**config.mk**
```make
export PLATFORM = sky130hd
export DESIGN_NAME = line_change_event_encoder_unit
export DESIGN_NICKNAME = d
export VERILOG_FILES = /design/src/hdl/lce_pkg.sv /design/src/hdl/lce_front.sv /design/src/hdl/lce_queue.sv /design/src/hdl/lce_back.sv /design/src/hdl/line_change_event_encoder_unit.sv
export SDC_FILE = /design/constraint.sdc
export NUM_CORES = 1
export LEC_CHECK = 0
export ABC_AREA = 0
export BUFFER_PORTS_ARGS = -buffer_cell sky130_fd_sc_hd__buf_4
export CAP_MARGIN = 25
export CELL_PAD_IN_SITES_DETAIL_PLACEMENT = 1
export CELL_PAD_IN_SITES_GLOBAL_PLACEMENT = 1
export CORE_MARGIN = 8
export CORE_UTILIZATION = 45
export CTS_CLUSTER_DIAMETER = 60
export DETAILED_ROUTE_END_ITERATION = 8
export GPL_TIMING_DRIVEN = 0
export HOLD_SLACK_MARGIN = 0.12
export PLACE_DENSITY = 0.76
export SLEW_MARGIN = 0
export SYNTH_ARGS = -nofsm -noshare
export SYNTH_HDL_FRONTEND = slang
export SYNTH_HIERARCHICAL = 1
export SYNTH_SLANG_ARGS = --single-unit
```
**constraint.sdc**
```tcl
create_clock -name clk -period 6.5 [get_ports clk]
set_clock_uncertainty 0.15 [all_clocks]
set_input_delay 0.325 -clock clk [delete_from_list [all_inputs] [get_ports clk]]
set_output_delay 0.325 -clock clk [all_outputs]
set_load 0.005 [all_outputs]
```
**src/hdl/lce_pkg.sv**
```systemverilog
// Shared types, constants and helpers for the line change event encoder.
// No dependencies.
`default_nettype none

package lce_pkg;

    localparam int MAX_LINES   = 32;
    localparam int TICK_W      = 32;
    localparam int IDX_W       = 5;
    localparam int QUEUE_DEPTH = 2;

    localparam logic KIND_TIME_MARK = 1'b0;
    localparam logic KIND_CHANGE    = 1'b1;

    // One classified sample waiting for the back end
    typedef struct packed {
        logic [TICK_W-1:0]    elapsed;
        logic [MAX_LINES-1:0] changed;
        logic [MAX_LINES-1:0] levels;
    } job_t;

    // Lowest set bit; zero when the word is empty
    function automatic logic [IDX_W-1:0] lowest_set(input logic [MAX_LINES-1:0] word);
        logic [IDX_W-1:0] idx;
        idx = '0;
        for (int i = MAX_LINES - 1; i >= 0; i--)
        begin
            if (word[i])
            begin
                idx = IDX_W'(i);
            end
        end
        return idx;
    endfunction

endpackage

`default_nettype wire

```
**src/hdl/lce_front.sv**
```systemverilog
// Front end: takes samples, keeps the time origin and last level word,
// and pushes a job for every sample after the first that changes a line. Uses lce_pkg.
`default_nettype none

module lce_front
    import lce_pkg::*;
#(
    parameter int NUM_LINES = MAX_LINES
)
(
    input  wire logic                 clk,
    input  wire logic                 rst_n,
    input  wire logic                 sample_valid,
    output logic                      sample_ready,
    input  wire logic [TICK_W-1:0]    sample_tick,
    input  wire logic [MAX_LINES-1:0] line_levels,
    input  wire logic                 queue_full,
    output logic                      push,
    output job_t                      push_job
);

    localparam logic [MAX_LINES-1:0] LINE_MASK =
        MAX_LINES'((64'd1 << NUM_LINES) - 64'd1);

    logic [TICK_W-1:0]    origin_tick_reg,     origin_tick_next;
    logic [MAX_LINES-1:0] previous_levels_reg, previous_levels_next;
    logic                 origin_taken_reg,    origin_taken_next;

    logic                 accept;
    logic [MAX_LINES-1:0] masked;
    logic [MAX_LINES-1:0] changed;

    assign sample_ready = !queue_full;
    assign accept       = sample_valid && sample_ready;
    assign masked       = line_levels & LINE_MASK;
    assign changed      = masked ^ previous_levels_reg;

    assign push             = accept && origin_taken_reg && (changed != '0);
    assign push_job.elapsed = sample_tick - origin_tick_reg;
    assign push_job.changed = changed;
    assign push_job.levels  = masked;

    always_comb
    begin
        origin_tick_next     = origin_tick_reg;
        previous_levels_next = previous_levels_reg;
        origin_taken_next    = origin_taken_reg;
        if (accept && !origin_taken_reg)
        begin
            // first sample only sets the origin; its levels are dropped
            origin_tick_next  = sample_tick;
            origin_taken_next = 1'b1;
        end
        else if (push)
        begin
            previous_levels_next = masked;
        end
    end

    always_ff @(posedge clk or negedge rst_n)
    begin
        if (!rst_n)
        begin
            origin_tick_reg     <= '0;
            previous_levels_reg <= '0;
            origin_taken_reg    <= 1'b0;
        end
        else
        begin
            origin_tick_reg     <= origin_tick_next;
            previous_levels_reg <= previous_levels_next;
            origin_taken_reg    <= origin_taken_next;
        end
    end

endmodule

`default_nettype wire

```
**src/hdl/lce_queue.sv**
```systemverilog
// Short job queue between the front and back ends.
// Uses job_t and QUEUE_DEPTH from lce_pkg.
`default_nettype none

module lce_queue
    import lce_pkg::*;
(
    input  wire logic clk,
    input  wire logic rst_n,
    input  wire logic push,
    input  wire job_t push_job,
    input  wire logic pop,
    output job_t      pop_job,
    output logic      full,
    output logic      empty
);

    localparam int PTR_W = (QUEUE_DEPTH > 1) ? $clog2(QUEUE_DEPTH) : 1;
    localparam int CNT_W = $clog2(QUEUE_DEPTH + 1);

    job_t             mem [QUEUE_DEPTH];
    logic [PTR_W-1:0] wr_ptr_reg, wr_ptr_next;
    logic [PTR_W-1:0] rd_ptr_reg, rd_ptr_next;
    logic [CNT_W-1:0] count_reg,  count_next;

    assign full    = (count_reg == CNT_W'(QUEUE_DEPTH));
    assign empty   = (count_reg == '0);
    assign pop_job = mem[rd_ptr_reg];

    function automatic logic [PTR_W-1:0] bump(input logic [PTR_W-1:0] p);
        return (p == PTR_W'(QUEUE_DEPTH - 1)) ? '0 : p + 1'b1;
    endfunction

    always_comb
    begin
        wr_ptr_next = push ? bump(wr_ptr_reg) : wr_ptr_reg;
        rd_ptr_next = pop  ? bump(rd_ptr_reg) : rd_ptr_reg;
        count_next  = count_reg;
        if (push && !pop)
        begin
            count_next = count_reg + 1'b1;
        end
        else if (pop && !push)
        begin
            count_next = count_reg - 1'b1;
        end
    end

    always_ff @(posedge clk)
    begin
        if (push)
        begin
            mem[wr_ptr_reg] <= push_job;
        end
    end

    always_ff @(posedge clk or negedge rst_n)
    begin
        if (!rst_n)
        begin
            wr_ptr_reg <= '0;
            rd_ptr_reg <= '0;
            count_reg  <= '0;
        end
        else
        begin
            wr_ptr_reg <= wr_ptr_next;
            rd_ptr_reg <= rd_ptr_next;
            count_reg  <= count_next;
        end
    end

endmodule

`default_nettype wire

```
**src/hdl/lce_back.sv**
```systemverilog
// Back end: turns one job into a time mark and one change per changed line,
// lowest line first, into a registered result stage. Uses lce_pkg.
`default_nettype none

module lce_back
    import lce_pkg::*;
(
    input  wire logic              clk,
    input  wire logic              rst_n,
    input  wire logic              queue_empty,
    input  wire job_t              pop_job,
    output logic                   pop,
    output logic                   result_valid,
    input  wire logic              result_ready,
    output logic                   event_kind,
    output logic [TICK_W-1:0]      elapsed_ticks,
    output logic [IDX_W-1:0]       line_index,
    output logic                   line_value,
    output logic                   last_of_run
);

    logic                 busy_reg,   busy_next;
    logic [MAX_LINES-1:0] remain_reg, remain_next;
    logic [MAX_LINES-1:0] levels_reg, levels_next;

    logic                 out_valid_reg, out_valid_next;
    logic                 kind_reg,      kind_next;
    logic [TICK_W-1:0]    elapsed_reg,   elapsed_next;
    logic [IDX_W-1:0]     index_reg,     index_next;
    logic                 value_reg,     value_next;
    logic                 last_reg,      last_next;

    logic                 load;
    logic [IDX_W-1:0]     first_idx;
    logic [MAX_LINES-1:0] cleared;

    assign load      = !out_valid_reg || result_ready;
    assign pop       = load && !busy_reg && !queue_empty;
    assign first_idx = lowest_set(remain_reg);
    assign cleared   = remain_reg & ~(MAX_LINES'(1) << first_idx);

    always_comb
    begin
        busy_next      = busy_reg;
        remain_next    = remain_reg;
        levels_next    = levels_reg;
        out_valid_next = out_valid_reg;
        kind_next      = kind_reg;
        elapsed_next   = elapsed_reg;
        index_next     = index_reg;
        value_next     = value_reg;
        last_next      = last_reg;
        if (load)
        begin
            out_valid_next = 1'b0;
            if (busy_reg)
            begin
                out_valid_next = 1'b1;
                kind_next      = KIND_CHANGE;
                elapsed_next   = '0;
                index_next     = first_idx;
                value_next     = levels_reg[first_idx];
                last_next      = (cleared == '0);
                remain_next    = cleared;
                busy_next      = (cleared != '0);
            end
            else if (pop)
            begin
                // job always has at least one change, so the mark is never last
                out_valid_next = 1'b1;
                kind_next      = KIND_TIME_MARK;
                elapsed_next   = pop_job.elapsed;
                index_next     = '0;
                value_next     = 1'b0;
                last_next      = 1'b0;
                remain_next    = pop_job.changed;
                levels_next    = pop_job.levels;
                busy_next      = 1'b1;
            end
        end
    end

    always_ff @(posedge clk)
    begin
        remain_reg  <= remain_next;
        levels_reg  <= levels_next;
        kind_reg    <= kind_next;
        elapsed_reg <= elapsed_next;
        index_reg   <= index_next;
        value_reg   <= value_next;
        last_reg    <= last_next;
    end

    always_ff @(posedge clk or negedge rst_n)
    begin
        if (!rst_n)
        begin
            busy_reg      <= 1'b0;
            out_valid_reg <= 1'b0;
        end
        else
        begin
            busy_reg      <= busy_next;
            out_valid_reg <= out_valid_next;
        end
    end

    assign result_valid  = out_valid_reg;
    assign event_kind    = kind_reg;
    assign elapsed_ticks = elapsed_reg;
    assign line_index    = index_reg;
    assign line_value    = value_reg;
    assign last_of_run   = last_reg;

endmodule

`default_nettype wire

```
**src/hdl/line_change_event_encoder_unit.sv**
```systemverilog
// A sample's first result passes the job queue, then the back end's result register.
// Quiet samples yield no result; a changing one yields a time mark and one change per
// changed line, which the back end gives out one per cycle while result_ready is high.
// Two-entry job queue lets the front keep taking samples while results drain.
// Reset (rst_n, async, active low) clears origin, stored levels and all valids.
// Top level: front end, job queue and back end. Uses lce_pkg and the three
// lce_* submodules.
`default_nettype none

module line_change_event_encoder_unit
    import lce_pkg::*;
#(
    parameter int NUM_LINES = MAX_LINES
)
(
    input  wire logic              clk,
    input  wire logic              rst_n,
    input  wire logic              sample_valid,
    output logic                   sample_ready,
    input  wire logic [TICK_W-1:0] sample_tick,
    input  wire logic [MAX_LINES-1:0] line_levels,
    output logic                   result_valid,
    input  wire logic              result_ready,
    output logic                   event_kind,
    output logic [TICK_W-1:0]      elapsed_ticks,
    output logic [IDX_W-1:0]       line_index,
    output logic                   line_value,
    output logic                   last_of_run
);

    logic push;
    logic pop;
    logic queue_full;
    logic queue_empty;
    job_t push_job;
    job_t pop_job;

    lce_front #(
        .NUM_LINES (NUM_LINES)
    ) u_front (
        .clk          (clk),
        .rst_n        (rst_n),
        .sample_valid (sample_valid),
        .sample_ready (sample_ready),
        .sample_tick  (sample_tick),
        .line_levels  (line_levels),
        .queue_full   (queue_full),
        .push         (push),
        .push_job     (push_job)
    );

    lce_queue u_queue (
        .clk      (clk),
        .rst_n    (rst_n),
        .push     (push),
        .push_job (push_job),
        .pop      (pop),
        .pop_job  (pop_job),
        .full     (queue_full),
        .empty    (queue_empty)
    );

    lce_back u_back (
        .clk           (clk),
        .rst_n         (rst_n),
        .queue_empty   (queue_empty),
        .pop_job       (pop_job),
        .pop           (pop),
        .result_valid  (result_valid),
        .result_ready  (result_ready),
        .event_kind    (event_kind),
        .elapsed_ticks (elapsed_ticks),
        .line_index    (line_index),
        .line_value    (line_value),
        .last_of_run   (last_of_run)
    );

endmodule

`default_nettype wire

```
==> results.txt <==
The worst setup path is launched from a flop. The wire length of the first global-routing pass is 72.9 mm. Entering global routing, the biggest net connects 62 pins. Setup slack on the worst flop-to-flop path: 2.21 ns.

The tree is rooted in a sky130_fd_sc_hd__clkbuf_16. Buffers inserted to repair hold after CTS numbered 69. Of all cell types, the one taking the most synthesized area is sky130_fd_sc_hd__edfxtp_1. The tools report the via count of the first global-routing pass as 12200. The port buffer count is 109.

The total of max-cap violations was 0; the highest fanout seen on the critical path was 8. The analysis attributes to cell leakage a power of 7.92 nW. In the layout the commonest cells are sky130_fd_sc_hd__edfxtp_1, sky130_fd_sc_hd__buf_4, sky130_fd_sc_hd__mux2_2. Remaining max-slew budget at the tightest pin: 32.3%. In this run the biggest area consumer among cell types represents 51.7% of the synthesized area. The share of cells above drive strength 1 was 27.0%; the setup TNS after final layout was 0 ns. By area the synthesized netlist is led by sky130_fd_sc_hd__edfxtp_1, sky130_fd_sc_hd__dfrtp_1, sky130_fd_sc_hd__mux2_2.

The run gives 0.000208 V as the worst voltage drop across the vdd grid. After detailed routing, the average wire length per cell comes to 23.3 um. At the pin with the least slew margin, the transition time is 1.01 ns.

Classification of the worst-slack hold path: reg -> reg. The horizontal die dimension is 211 um. Counting flops per register, the top entry is u_queue/mem. For this run, the leading register cell type out of synthesis is sky130_fd_sc_hd__edfxtp_1.

The detailed router put a total of 19.9 mm of wire on met1. For this run, the register share of the synthesized area comes to 62.1%. The critical path goes through or3_1 > a221o_1 > a21oi_1 > o211ai_1 > nor2_1 > mux2i_1 > o32ai_1 > nor4_1 > a31oi_1. The tools report the number of H-tree levels as 2.

Synthesis inferred 367 register bits. For this configuration, the core starts out at a cell density of 45.6%. After technology mapping, the gate count stands at 1248.

The worst-case reg-to-reg path depth works out to 9. Broken down by cell family, the worst path's largest delay share belongs to simple AND/OR/NAND/NOR gates. The half-perimeter wire length of the detailed placement result is 32.8 mm, and the share of async-settable or async-resettable flops after synthesis is 19.3%. The count of pins over their slew limit was 0; the number of buffers and inverters on the critical path was 0. The count of flip-flops with a built-in enable after synthesis came out at 296. The ratio of routed vias to standard cells is 5.49. The first detailed-routing pass took 5 iterations. Final wirelength: 47.1 mm. After synthesis, the netlist uses 87 different library cells. The final layout contains 1581 nets. In the finished design, the share of the clock period the worst path needs comes to 65.9%.

Counting the buffers created by CTS gives 41. Wire segments on met2 add up to 24.0 mm in the final route. The clock-pin slew on the worst setup and hold paths is 0.07 ns, and the routed wire length on met3 is 1.77 mm. The worst setup path is captured at a flop. Cell at the slowest stage of the critical path: sky130_fd_sc_hd__nor2_1.

The net count of the mapped netlist came out at 1349. The synthesis-to-finish area growth is 21.3%. The shortest clock period the worst path allows after layout is 4.29 ns. Once placement finished, the instance area stood at 18900 um^2. Data on the critical path arrives at its endpoint at 4.39 ns.

The number of setup buffers added after CTS is 0. The tools report the number of antenna violations at the first check in global routing as 3. The critical path is of the reg -> reg type.

The detail route stage leaves a number of antenna-violating nets equal to 0. The repair_antennas step left the layout with diodes totalling 0. The power per unit of standard cell area was 374 nW/um^2. The total overflow left after global routing is 0. The run finished with clean final reports. For the source-to-sink clock delay at the later pin of the worst-skew pair, the log shows 0.56 ns. Setup repair after global routing left no endpoint under its margin. Post-route core utilization: 55.3%. The number of sinks driven by the clock tree is 367, and the depth of the worst hold-timing path is 1.

TritonCTS built the clock tree. The leading cell type in the layout, fill and taps excluded was sky130_fd_sc_hd__edfxtp_1. Dividing the synthesized area by the synthesized cell count gives 13.8 um^2. In this run the top signal layer used is met5.

For the worst slack at placement, the log shows 2.27 ns. In the routed design, unresolved DRC markers number 0. For the number of placement rows, the log shows 71. The critical path's largest stage delay was 0.94 ns. Post-CTS repair changed the size of 0 cells. Buffer depth of the longest clock path: 3. The data required time of the critical path came out at 6.60 ns. The worst path meets setup with 2.21 ns of slack.

The warning count from the yosys run is 6. Setup violations remaining at the end of the flow were counted as 0. From bottom edge to top edge, the die measures 211 um. The logs give 17200 um^2 for the netlist area before placement and 0 for the number of hold violations in the final report.

The finished cells cover 20800 um^2. The area of the die came out at 44700 um^2. For this design the top-level I/O count stands at 110. The critical path crosses 9 cells after its start point.

Based on the critical path, the design can be clocked at up to 0.233 GHz. The first routing iteration left 677 violations. Global routing used 21.3% of the available tracks. The vias after detailed routing was 11100; the number of flip-flops in the largest register was 192.

The final estimated routing congestion in global placement is 0.878, and the total core area is 37700 um^2. Counting the fill cells in the layout gives 3732.
-- kinds of logic after synthesis --
family	share of synthesized area (%)
muxes	10.4
xor gates and xnor gates	3.36
DFF	62.1
buffers and inverters	3.99
and+or+nand+nor	8.05
AOI/OAI and AO/OA	9.66
adders and majority gates	2.45
-- stage by stage --
stage          instances  hold slack [ns]  power (W)
2_1_floorplan       1248           -0.121    0.00494
3_3_place_gp        1868            0.318    0.00547
3_5_place_dp        1879            0.180    0.00559
4_1_cts             2024            0.349    0.00785
5_1_grt             2024            0.388    0.00816
6_report            2024            0.370    0.00780
-- where the power goes --
part / leakage [nW] / total (W) / internal (W) / switching [W]
Combinational: 3.69 / 0.00207 / 0.000909 / 0.00116
Sequential: 3.62 / 0.00354 / 0.00332 / 0.000223
Clock: 0.610 / 0.00220 / 0.00125 / 0.000941
Total: 7.92 / 0.00780 / 0.00548 / 0.00232
-- routing by layer --
metal | up-vias | track usage, %
met4 | 6 | 7.74
li1 | 5095 | -
met2 | 266 | 37.4
met5 | - | 0
met1 | 5652 | 26.5
met3 | 84 | 3.06
-- worst reg2reg max path: stages, from the launching register on --
cell and delay [ns]:
sky130_fd_sc_hd__edfxtp_1 0.49, sky130_fd_sc_hd__or3_1 0.40, sky130_fd_sc_hd__a221o_1 0.26, sky130_fd_sc_hd__a21oi_1 0.35
sky130_fd_sc_hd__o211ai_1 0.46, sky130_fd_sc_hd__nor2_1 0.94, sky130_fd_sc_hd__mux2i_1 0.37, sky130_fd_sc_hd__o32ai_1 0.16
sky130_fd_sc_hd__nor4_1 0.26, sky130_fd_sc_hd__a31oi_1 0.15
-- final cells by class --
class / instances / area, um^2 / area share, %
timing repair buffer: 189 / 1730 / 8.32
inverter: 57 / 214 / 1.03
clock inverter: 13 / 87.6 / 0.420
sequential: 367 / 10700 / 51.2
multi-input combinational: 748 / 5860 / 28.1
buffer: 76 / 472 / 2.26
tap: 511 / 639 / 3.07
clock buffer: 63 / 1170 / 5.62
-- cell usage after synthesis, types with 3 or more instances --
master                      number
sky130_fd_sc_hd__edfxtp_1      296
sky130_fd_sc_hd__mux2_2        109
sky130_fd_sc_hd__dfrtp_1        71
sky130_fd_sc_hd__nand2_1        70
sky130_fd_sc_hd__o21ai_0        67
sky130_fd_sc_hd__inv_1          56
sky130_fd_sc_hd__nor2_1         55
sky130_fd_sc_hd__xor2_1         44
sky130_fd_sc_hd__nor2b_1        41
sky130_fd_sc_hd__a21oi_1        36
sky130_fd_sc_hd__buf_4          32
sky130_fd_sc_hd__ha_1           32
sky130_fd_sc_hd__mux2_4         30
sky130_fd_sc_hd__xnor2_1        22
sky130_fd_sc_hd__clkbuf_1       19
sky130_fd_sc_hd__nor4_1         19
sky130_fd_sc_hd__a21o_1         17
sky130_fd_sc_hd__buf_2          15
sky130_fd_sc_hd__nand3_1        15
sky130_fd_sc_hd__o211ai_1       15
sky130_fd_sc_hd__o21a_1         15
sky130_fd_sc_hd__nor3_1         14
sky130_fd_sc_hd__mux2i_1        11
sky130_fd_sc_hd__nand4_1         9
sky130_fd_sc_hd__a211oi_1        8
sky130_fd_sc_hd__nand2b_1        7
sky130_fd_sc_hd__o2111ai_1       7
sky130_fd_sc_hd__o2bb2ai_1       7
sky130_fd_sc_hd__buf_6           6
sky130_fd_sc_hd__and2_1          5
sky130_fd_sc_hd__and3_1          5
sky130_fd_sc_hd__a21o_2          4
sky130_fd_sc_hd__a31oi_1         4
sky130_fd_sc_hd__o22ai_1         4
sky130_fd_sc_hd__o32ai_1         4
sky130_fd_sc_hd__a211o_1         3
sky130_fd_sc_hd__a21boi_0        3
sky130_fd_sc_hd__a221o_1         3
sky130_fd_sc_hd__a41oi_1         3
sky130_fd_sc_hd__and4_1          3
sky130_fd_sc_hd__nor4_2          3
-- path summary, 6_finish.rpt --
check	startpoint	end
min reg2reg	u_queue/count_reg[1]	u_queue/count_reg[1]
max	u_back/remain_reg[16]	u_back/line_value
max in group asynchronous	rst_n	u_front/origin_tick_reg[25]
min in group asynchronous	rst_n	u_front/origin_tick_reg[26]
max reg2reg	u_back/remain_reg[16]	u_back/line_value
min	u_queue/count_reg[1]	u_queue/count_reg[1]
No activity file was read; power rests on OpenSTA's default activity.
